**config.mk**
```make
export PLATFORM = sky130hd
export DESIGN_NAME = frame_delta_pacer_flat
export DESIGN_NICKNAME = d
export VERILOG_FILES = /design/src/rtl/core/fdp_pkg.sv /design/src/rtl/core/fdp_if.sv /design/src/rtl/core/fdp_front.sv /design/src/rtl/core/fdp_back.sv /design/src/rtl/core/frame_delta_pacer.sv /design/src/flat_wrapper.sv
export SDC_FILE = /design/constraint.sdc
export NUM_CORES = 2
export LEC_CHECK = 0
export BUFFER_PORTS_ARGS = -buffer_cell sky130_fd_sc_hd__buf_4
export CAP_MARGIN = 20
export CORE_MARGIN = 2
export CORE_UTILIZATION = 25
export CTS_BUF_LIST = sky130_fd_sc_hd__clkbuf_8
export DETAILED_ROUTE_END_ITERATION = 6
export HOLD_SLACK_MARGIN = 0.1
export SYNTH_ARGS = -nofsm -noshare
export SYNTH_HDL_FRONTEND = slang
export SYNTH_SLANG_ARGS = --single-unit
```
**constraint.sdc**
```tcl
create_clock -name clk -period 17.1 [get_ports clk]
set_input_delay 0 -clock clk [delete_from_list [all_inputs] [get_ports clk]]
set_output_delay 0 -clock clk [all_outputs]
set_load 0.005 [all_outputs]
```
**src/rtl/core/fdp_pkg.sv**
```systemverilog
// Package for the frame delta pacer: widths, reset values, request and
// register codes, and the configuration and stage link types.
// No dependencies; every other file imports it.
package fdp_pkg;

	localparam int CNT_W      = 48;
	localparam int HIST_LOG2  = 2;
	localparam int HIST_DEPTH = 1 << HIST_LOG2;
	localparam int REG_W      = 26;
	localparam int DELTA_W    = REG_W + 3;
	localparam int SUM_W      = DELTA_W + HIST_LOG2;
	localparam int TIME_W     = 32;
	localparam int CFG_IDX_W  = 2;

	localparam logic [REG_W-1:0] RST_FRAME_PERIOD = REG_W'(16666666);
	localparam logic [REG_W-1:0] RST_SNAP_TOL     = REG_W'(200000);
	localparam logic [REG_W-1:0] RST_SNAP_BASE    = REG_W'(16666666);

	localparam logic [1:0] REQ_SAMPLE   = 2'd0;
	localparam logic [1:0] REQ_CONS_ACC = 2'd1;
	localparam logic [1:0] REQ_CONS_DLT = 2'd2;

	localparam logic [CFG_IDX_W-1:0] CFG_FRAME_PERIOD = 2'd0;
	localparam logic [CFG_IDX_W-1:0] CFG_SNAP_TOL     = 2'd1;
	localparam logic [CFG_IDX_W-1:0] CFG_SNAP_BASE    = 2'd2;

	typedef struct packed {
		logic [REG_W-1:0] frame_period;
		logic [REG_W-1:0] snap_tol;
		logic [REG_W-1:0] snap_base;
	} cfg_t;

	typedef struct packed {
		logic               valid;
		logic [1:0]         req;
		logic [DELTA_W-1:0] delta;
	} link_t;

endpackage

```
**src/rtl/core/fdp_if.sv**
```systemverilog
// Valid/ready channel interfaces for request input and result output.
// Depends on fdp_pkg for field widths.
interface fdp_req_if import fdp_pkg::*; ();
	logic             valid;
	logic             ready;
	logic [1:0]       req_type;
	logic [CNT_W-1:0] timestamp;

	modport source (output valid, output req_type, output timestamp, input ready);
	modport sink (input valid, input req_type, input timestamp, output ready);
endinterface

interface fdp_res_if import fdp_pkg::*; ();
	logic                     valid;
	logic                     ready;
	logic [DELTA_W-1:0]       smoothed_delta;
	logic signed [TIME_W-1:0] accumulated_time;
	logic signed [TIME_W-1:0] consumed_time;
	logic                     resync_done;

	modport source (output valid, output smoothed_delta, output accumulated_time,
		output consumed_time, output resync_done, input ready);
	modport sink (input valid, input smoothed_delta, input accumulated_time,
		input consumed_time, input resync_done, output ready);
endinterface

```
**src/rtl/core/fdp_front.sv**
```systemverilog
// Front stage: timestamp difference, clamp and snap to display periods,
// registered into stage one. Depends on fdp_pkg and fdp_req_if.
module fdp_front import fdp_pkg::*; (
	input  logic        clk,
	input  logic        arst_n,
	input  cfg_t        cfg,
	fdp_req_if.sink     sample,
	input  logic        next_ready,
	output link_t       link
);

	logic               valid_s1;
	logic [1:0]         req_s1;
	logic [DELTA_W-1:0] delta_s1;
	logic [CNT_W-1:0]   last_ts_q;

	logic [CNT_W-1:0]   diff;
	logic [DELTA_W-1:0] limit;
	logic [DELTA_W-1:0] clamped;
	logic [DELTA_W-1:0] snapped;
	logic [DELTA_W-1:0] base_ext;
	logic [DELTA_W-1:0] tol_ext;
	logic [DELTA_W-1:0] cand [5];
	logic [DELTA_W-1:0] gap [5];
	logic [4:0]         hit;

	assign sample.ready = !valid_s1 || next_ready;

	always_comb begin
		diff = (sample.timestamp < last_ts_q) ? '0 : sample.timestamp - last_ts_q;
		limit = {cfg.frame_period, 3'b000};
		if (diff > {{(CNT_W-DELTA_W){1'b0}}, limit}) begin
			clamped = {3'b000, cfg.frame_period};
		end else begin
			clamped = diff[DELTA_W-1:0];
		end
		base_ext = {3'b000, cfg.snap_base};
		tol_ext = {3'b000, cfg.snap_tol};
		cand[0] = base_ext;
		cand[1] = base_ext << 1;
		cand[2] = (base_ext << 1) + base_ext;
		cand[3] = base_ext << 2;
		cand[4] = (base_ext + DELTA_W'(1)) >> 1;
		for (int i = 0; i < 5; i++) begin
			gap[i] = (clamped > cand[i]) ? clamped - cand[i] : cand[i] - clamped;
			hit[i] = gap[i] < tol_ext;
		end
		if (hit[0]) begin
			snapped = cand[0];
		end else if (hit[1]) begin
			snapped = cand[1];
		end else if (hit[2]) begin
			snapped = cand[2];
		end else if (hit[3]) begin
			snapped = cand[3];
		end else if (hit[4]) begin
			snapped = cand[4];
		end else begin
			snapped = clamped;
		end
	end

	always_ff @(posedge clk or negedge arst_n) begin
		if (!arst_n) begin
			valid_s1 <= 1'b0;
			last_ts_q <= '0;
		end else if (sample.ready) begin
			valid_s1 <= sample.valid;
			if (sample.valid && sample.req_type == REQ_SAMPLE) begin
				last_ts_q <= sample.timestamp;
			end
		end
	end

	always_ff @(posedge clk) begin
		if (sample.ready && sample.valid) begin
			req_s1 <= sample.req_type;
			delta_s1 <= snapped;
		end
	end

	assign link = '{valid: valid_s1, req: req_s1, delta: delta_s1};

endmodule

```
**src/rtl/core/fdp_back.sv**
```systemverilog
// Back stage: delta history and average, frame accumulator with resync,
// consumed delta, and the result register. Depends on fdp_pkg and fdp_res_if.
module fdp_back import fdp_pkg::*; (
	input  logic        clk,
	input  logic        arst_n,
	input  cfg_t        cfg,
	input  link_t       link,
	output logic        take_ready,
	fdp_res_if.source   result
);

	logic [DELTA_W-1:0]       hist_q [HIST_DEPTH];
	logic signed [TIME_W-1:0] acc_q;
	logic signed [TIME_W-1:0] cons_q;
	logic [DELTA_W-1:0]       cur_delta_q;

	logic                     valid_s2;
	logic [DELTA_W-1:0]       delta_s2;
	logic signed [TIME_W-1:0] acc_s2;
	logic signed [TIME_W-1:0] cons_s2;
	logic                     resync_s2;

	logic [SUM_W-1:0]         sum;
	logic [DELTA_W-1:0]       avg;
	logic [DELTA_W-1:0]       limit;
	logic signed [TIME_W-1:0] acc_add;
	logic signed [TIME_W-1:0] acc_sub;
	logic signed [TIME_W-1:0] cons_sub;
	logic                     resync;
	logic [DELTA_W-1:0]       new_delta;
	logic signed [TIME_W-1:0] acc_nx;
	logic signed [TIME_W-1:0] cons_nx;
	logic [DELTA_W-1:0]       delta_nx;
	logic                     resync_nx;
	logic                     take;

	function automatic logic signed [TIME_W-1:0] sat(input logic signed [TIME_W:0] v);
		logic signed [TIME_W-1:0] r;
		if (v[TIME_W] != v[TIME_W-1]) begin
			r = v[TIME_W] ? {1'b1, {(TIME_W-1){1'b0}}} : {1'b0, {(TIME_W-1){1'b1}}};
		end else begin
			r = v[TIME_W-1:0];
		end
		return r;
	endfunction

	assign take_ready = !valid_s2 || result.ready;
	assign take = link.valid && take_ready;

	always_comb begin
		sum = {{HIST_LOG2{1'b0}}, link.delta};
		for (int i = 1; i < HIST_DEPTH; i++) begin
			sum = sum + {{HIST_LOG2{1'b0}}, hist_q[i]};
		end
		avg = sum[SUM_W-1:HIST_LOG2];
		limit = {cfg.frame_period, 3'b000};
		acc_add = sat({acc_q[TIME_W-1], acc_q} + {{(TIME_W+1-DELTA_W){1'b0}}, avg});
		acc_sub = sat({acc_q[TIME_W-1], acc_q}
			- {{(TIME_W+1-REG_W){1'b0}}, cfg.frame_period});
		cons_sub = sat({cons_q[TIME_W-1], cons_q}
			- {{(TIME_W+1-REG_W){1'b0}}, cfg.frame_period});
		resync = acc_add > $signed({{(TIME_W-DELTA_W){1'b0}}, limit});
		new_delta = resync ? {3'b000, cfg.frame_period} : avg;

		acc_nx = acc_q;
		cons_nx = cons_q;
		delta_nx = cur_delta_q;
		resync_nx = 1'b0;
		case (link.req)
			REQ_SAMPLE: begin
				acc_nx = resync ? '0 : acc_add;
				delta_nx = new_delta;
				cons_nx = $signed({{(TIME_W-DELTA_W){1'b0}}, new_delta});
				resync_nx = resync;
			end
			REQ_CONS_ACC: begin
				acc_nx = acc_sub;
			end
			REQ_CONS_DLT: begin
				cons_nx = cons_sub;
			end
			default: begin
			end
		endcase
	end

	always_ff @(posedge clk or negedge arst_n) begin
		if (!arst_n) begin
			for (int i = 0; i < HIST_DEPTH; i++) begin
				hist_q[i] <= {3'b000, RST_FRAME_PERIOD};
			end
			acc_q <= '0;
			cons_q <= '0;
			cur_delta_q <= '0;
			valid_s2 <= 1'b0;
		end else begin
			if (take_ready) begin
				valid_s2 <= link.valid;
			end
			if (take) begin
				acc_q <= acc_nx;
				cons_q <= cons_nx;
				cur_delta_q <= delta_nx;
				if (link.req == REQ_SAMPLE) begin
					for (int i = 0; i < HIST_DEPTH - 1; i++) begin
						hist_q[i] <= hist_q[i+1];
					end
					hist_q[HIST_DEPTH-1] <= link.delta;
				end
			end
		end
	end

	always_ff @(posedge clk) begin
		if (take) begin
			delta_s2 <= delta_nx;
			acc_s2 <= acc_nx;
			cons_s2 <= cons_nx;
			resync_s2 <= resync_nx;
		end
	end

	assign result.valid = valid_s2;
	assign result.smoothed_delta = delta_s2;
	assign result.accumulated_time = acc_s2;
	assign result.consumed_time = cons_s2;
	assign result.resync_done = resync_s2;

endmodule

```
**src/rtl/core/frame_delta_pacer.sv**
```systemverilog
// Top level of the frame delta pacer: configuration registers, front and
// back stages. Depends on fdp_pkg, fdp_if, fdp_front and fdp_back.
//
// Channel   Direction  Handshake     Payload
// sample    in         valid/ready   req_type, timestamp
// result    out        valid/ready   smoothed_delta, accumulated_time,
//                                    consumed_time, resync_done
// cfg       in         cfg_we        cfg_idx, cfg_wdata
//
// Every request passes two register stages, the front and the back stage,
// before its result is valid; a stalled result can hold it in either stage.
// A new request is taken in every cycle while the result side keeps up.
// Reset clears the timestamp, the accumulators and the current delta and
// fills the history with the reset frame period.
// A stalled result holds both stages; while the result waits, at most one more
// request is taken, and only into an empty front stage.
module frame_delta_pacer import fdp_pkg::*; (
	input  logic                 clk,
	input  logic                 arst_n,
	input  logic                 cfg_we,
	input  logic [CFG_IDX_W-1:0] cfg_idx,
	input  logic [REG_W-1:0]     cfg_wdata,
	fdp_req_if.sink              sample,
	fdp_res_if.source            result
);

	cfg_t  cfg_q;
	link_t link;
	logic  back_ready;

	always_ff @(posedge clk or negedge arst_n) begin
		if (!arst_n) begin
			cfg_q.frame_period <= RST_FRAME_PERIOD;
			cfg_q.snap_tol <= RST_SNAP_TOL;
			cfg_q.snap_base <= RST_SNAP_BASE;
		end else if (cfg_we) begin
			case (cfg_idx)
				CFG_FRAME_PERIOD: cfg_q.frame_period <= cfg_wdata;
				CFG_SNAP_TOL:     cfg_q.snap_tol <= cfg_wdata;
				CFG_SNAP_BASE:    cfg_q.snap_base <= cfg_wdata;
				default: begin
				end
			endcase
		end
	end

	fdp_front u_front (
		.clk        (clk),
		.arst_n     (arst_n),
		.cfg        (cfg_q),
		.sample     (sample),
		.next_ready (back_ready),
		.link       (link)
	);

	fdp_back u_back (
		.clk        (clk),
		.arst_n     (arst_n),
		.cfg        (cfg_q),
		.link       (link),
		.take_ready (back_ready),
		.result     (result)
	);

	// A resync always leaves an empty accumulator.
	a_resync_acc: assert property (@(posedge clk) disable iff (!arst_n)
		result.valid && result.resync_done |-> result.accumulated_time == 0)
		else $error("resync result with nonzero accumulator");

	// After a resync the consumed delta equals the reported delta.
	a_resync_cons: assert property (@(posedge clk) disable iff (!arst_n)
		result.valid && result.resync_done |->
		result.consumed_time == $signed({{(TIME_W-DELTA_W){1'b0}}, result.smoothed_delta}))
		else $error("resync result with mismatched consumed delta");

	// A request taken by the back stage shows up as a result in the next cycle.
	a_back_to_result: assert property (@(posedge clk) disable iff (!arst_n)
		link.valid && back_ready |=> result.valid)
		else $error("back stage request lost");

endmodule
```
**src/flat_wrapper.sv**
```systemverilog
// flat-port wrapper written by rule: the top's interface ports become plain ports
module frame_delta_pacer_flat import fdp_pkg::*;
  (clk, arst_n, cfg_we, cfg_idx, cfg_wdata, sample_valid, sample_req_type, sample_timestamp, sample_ready, result_valid, result_smoothed_delta, result_accumulated_time, result_consumed_time, result_resync_done, result_ready);
  fdp_req_if sample_i ();
  fdp_res_if result_i ();
  input  logic clk;
  input  logic arst_n;
  input  logic cfg_we;
  input  logic [CFG_IDX_W-1:0] cfg_idx;
  input  logic [REG_W-1:0] cfg_wdata;
  input wire logic [$bits(sample_i.valid)-1:0] sample_valid;
  input wire logic [$bits(sample_i.req_type)-1:0] sample_req_type;
  input wire logic [$bits(sample_i.timestamp)-1:0] sample_timestamp;
  output wire logic [$bits(sample_i.ready)-1:0] sample_ready;
  output wire logic [$bits(result_i.valid)-1:0] result_valid;
  output wire logic [$bits(result_i.smoothed_delta)-1:0] result_smoothed_delta;
  output wire logic [$bits(result_i.accumulated_time)-1:0] result_accumulated_time;
  output wire logic [$bits(result_i.consumed_time)-1:0] result_consumed_time;
  output wire logic [$bits(result_i.resync_done)-1:0] result_resync_done;
  input wire logic [$bits(result_i.ready)-1:0] result_ready;
  assign sample_i.valid = sample_valid;
  assign sample_i.req_type = sample_req_type;
  assign sample_i.timestamp = sample_timestamp;
  assign sample_ready = sample_i.ready;
  assign result_valid = result_i.valid;
  assign result_smoothed_delta = result_i.smoothed_delta;
  assign result_accumulated_time = result_i.accumulated_time;
  assign result_consumed_time = result_i.consumed_time;
  assign result_resync_done = result_i.resync_done;
  assign result_i.ready = result_ready;
  frame_delta_pacer u_core (.clk(clk), .arst_n(arst_n), .cfg_we(cfg_we), .cfg_idx(cfg_idx), .cfg_wdata(cfg_wdata), .sample(sample_i), .result(result_i));
endmodule
```
==> qor.yml <==
core-area_mm2: 0.199
cpMaxStageDelayCell: "ha_2"
syn_area_mm2: 0.0500
cap_violations: 0
yosysTopAreaCellShare_pct: 14.8
fmaxAchievable_mhz: 61.9
die_y_um: 451
grt_max_degree: 161
routed_wl_um: 248000
stdcell_area_mm2: 0.0584
area_growth_pct: 16.7
layout_min_cycle_time_ns: 16.15
grt_overflow: 0
slew_headroom_pct: 16.2
syn-num-nets: 6809
dp_hpwl_um: 192000
pin_count: 179
nNetsFinal: 7112
cp_max_fo: 29
fin_setup_tns_ns: 0
clock_skew_ns: 0.0833
mostFrequentLayoutCells: "590 x ha_1, 528 x a21oi_1, 508 x nand2_1, 476 x o21ai_0, 408 x inv_1"
status: "finished clean"
final_common_cell: "ha_1"
setup_viol: 0
fp.dieW_um: 451
crit_required_ns: 17.63
rsz0062_at_grt: "false"
rows: 164
synth-xor-area-share_pct: 5.05
syn_avg_cell_area_um2: 8.25
portBuffers: 178
synth.area.top_cells: "ha_1 15%, dfrtp_1 12%, edfxtp_1 7.5%"
cp_top_family: "compound AO/OA/AOI/OAI gates"
dr_total_vias: 51816
synth_edf_count: 125
max_stage_delay_ns: 0.67
synth-seq-cells: 433
criticalPathCategory: "reg -> reg"
finalCritPeriodShare_pct: 94.5
ys.warnings.count: 0
first_iter_violations: 6687
drive_gt1_share_pct: 13.2
clk_pin_slew_worst_paths_ns: 0.07
avgRoutedWirePerCell_um: 27.2
async_flop_share_pct: 71.1
postPlaceCellArea_mm2: 0.0548
min_path_type: "in -> reg"
synth.yosys.seq_area_share_pct: 23.1
n_fill_cell: 21179
place_congestion: 1.09
ctsHtreeMaxLevel: 3
cts_tree: "done"
synthMuxAreaShare_pct: 6.71
crit_path_end_kind: "register"
die_area_mm2: 0.204
antenna_found_initial: 24
synth-simple-area-share_pct: 15.8
cts_setup_buffers: 0
root_buffer: "clkbuf_8"
start_kind: "register"
drcViolationCount: 0
hold_viol: 0
grt_pass1_vias: 49141
slew_viol_final: 0
synth-main-ff-cell: "dfrtp_1"
start_util_pct: 25.1
antenna_left: 0
cts_buffers: 79
clock_latency_ns: 0.77
yosysTopAreaCell: "ha_1"
drt_first_pass_iters: 6
synth_top_family_by_area: "compound AO/OA/AOI/OAI gates"
vias_per_cell: 5.69
yosysUniqueCellTypes: 119
worst_pin_slew_ns: 1.25
grt_usage_pct: 23.3
postSynthCellCount: 6068
cts_sinks: 433
synth_compound_area_share_pct: 26.7
worstPathArrival_ns: 16.69
cts_buffer_depth: 3
grt_pass1_wl_um: 353000
synthAdderAreaFrac_pct: 17.5
cp_num_buf_inv: 6
==> what timing repair did <==
action	CTS	global route
setup endpoints to repair	0	22
hold buffers	174	0
resized for setup	0	3
endpoints found under the hold margin	310	0
==> kinds of logic after synthesis <==
group	after synthesis
and+or+nand+nor	1655
buffers and inverters	673
muxes	309
adders and majority gates	659
DFF	433
xor gates and xnor gates	287
AOI/OAI and AO/OA	2052
==> Yosys cell counts, drive strengths merged (80+ instances only) <==
library cell,number
ha,591
a21oi,532
nand2,511
o21ai,494
nor2,414
inv,385
dfrtp,242
a21o,241
clkbuf,217
mux2,213
xnor2,192
nand3,139
edfxtp,125
nor3,109
mux2i,96
xor2,95
nand4,92
o21a,85
o21bai,81
a31oi,80
==> metrics by stage <==
step	utilization [%]	std cells	setup WS, ns	hold slack, ns
after CTS	29.3	9089	0.836	0.101
final	29.3	9111	0.945	0.128
after floorplan	-	6068	4.65	-0.296
after detailed placement	27.5	8768	0.930	0.0588
after global routing	29.3	9103	0.197	0.116
after global placement	27.5	8768	0.855	0.0399
==> routing by layer <==
metal  up-vias  track usage, %  share of wire (%)
met5         -               0              0.042
met4        12            14.2                7.2
met3       706            5.09                 10
met2      3044            34.3                 41
met1     25166            31.0                 41
li1      22888               -                  -
==> cell type report <==
class,instances,area [um2],area share [%]
diodes,18,45.0,0.0771
clock buffers,88,1210,2.07
clock inverters,59,538,0.921
inverters,388,1460,2.50
multi-input cells,4962,36000,61.6
flip-flops and latches,433,11500,19.8
well taps,2656,3320,5.69
repair buffers,507,4320,7.39
==> worst paths after layout <==
check,endpoint,from,cells past startpoint,slack (ns)
max reg2reg,u_core.u_front.delta_s1[8]$_DFFE_PP_,u_core.u_front.last_ts_q[0]$_DFFE_PN0P_,58,0.95
max,u_core.u_front.delta_s1[8]$_DFFE_PP_,u_core.u_front.last_ts_q[0]$_DFFE_PN0P_,58,0.95
max in group asynchronous,u_core.u_back.hist_q[27]$_DFFE_PN0P_,arst_n,5,15.03
min in group asynchronous,u_core.u_back.acc_q[31]$_DFFE_PN0P_,arst_n,4,0.36
min,u_core.cfg_q[73]$_DFFE_PN1P_,cfg_wdata[21],4,0.13
min reg2reg,u_core.u_back.cur_delta_q[7]$_DFFE_PN0P_,u_core.u_back.cur_delta_q[7]$_DFFE_PN0P_,2,0.48
==> tightest hold or removal path, cell delays in order <==
cell and delay [ns]:
dlygate4sd3_1 0.53, buf_4 0.13, nand2_1 0.04, o21ai_0 0.08
==> flip-flops by register name (all words and copies together) (netlist names), 2 cells and up <==
register and flops:
u_core.cfg_q 78, u_core.u_back.acc_q 32, u_core.u_back.cons_q 32, u_core.u_back.cur_delta_q 29
u_core.u_back.hist_q 87, u_core.u_back.result.accumulated_time 32, u_core.u_back.result.consumed_time 32, u_core.u_back.result.smoothed_delta 29
u_core.u_front.delta_s1 29, u_core.u_front.last_ts_q 48, u_core.u_front.req_s1 2
Power is not shown: default switching activity piles up to over one toggle a cycle in this logic, so the estimate is an artifact.
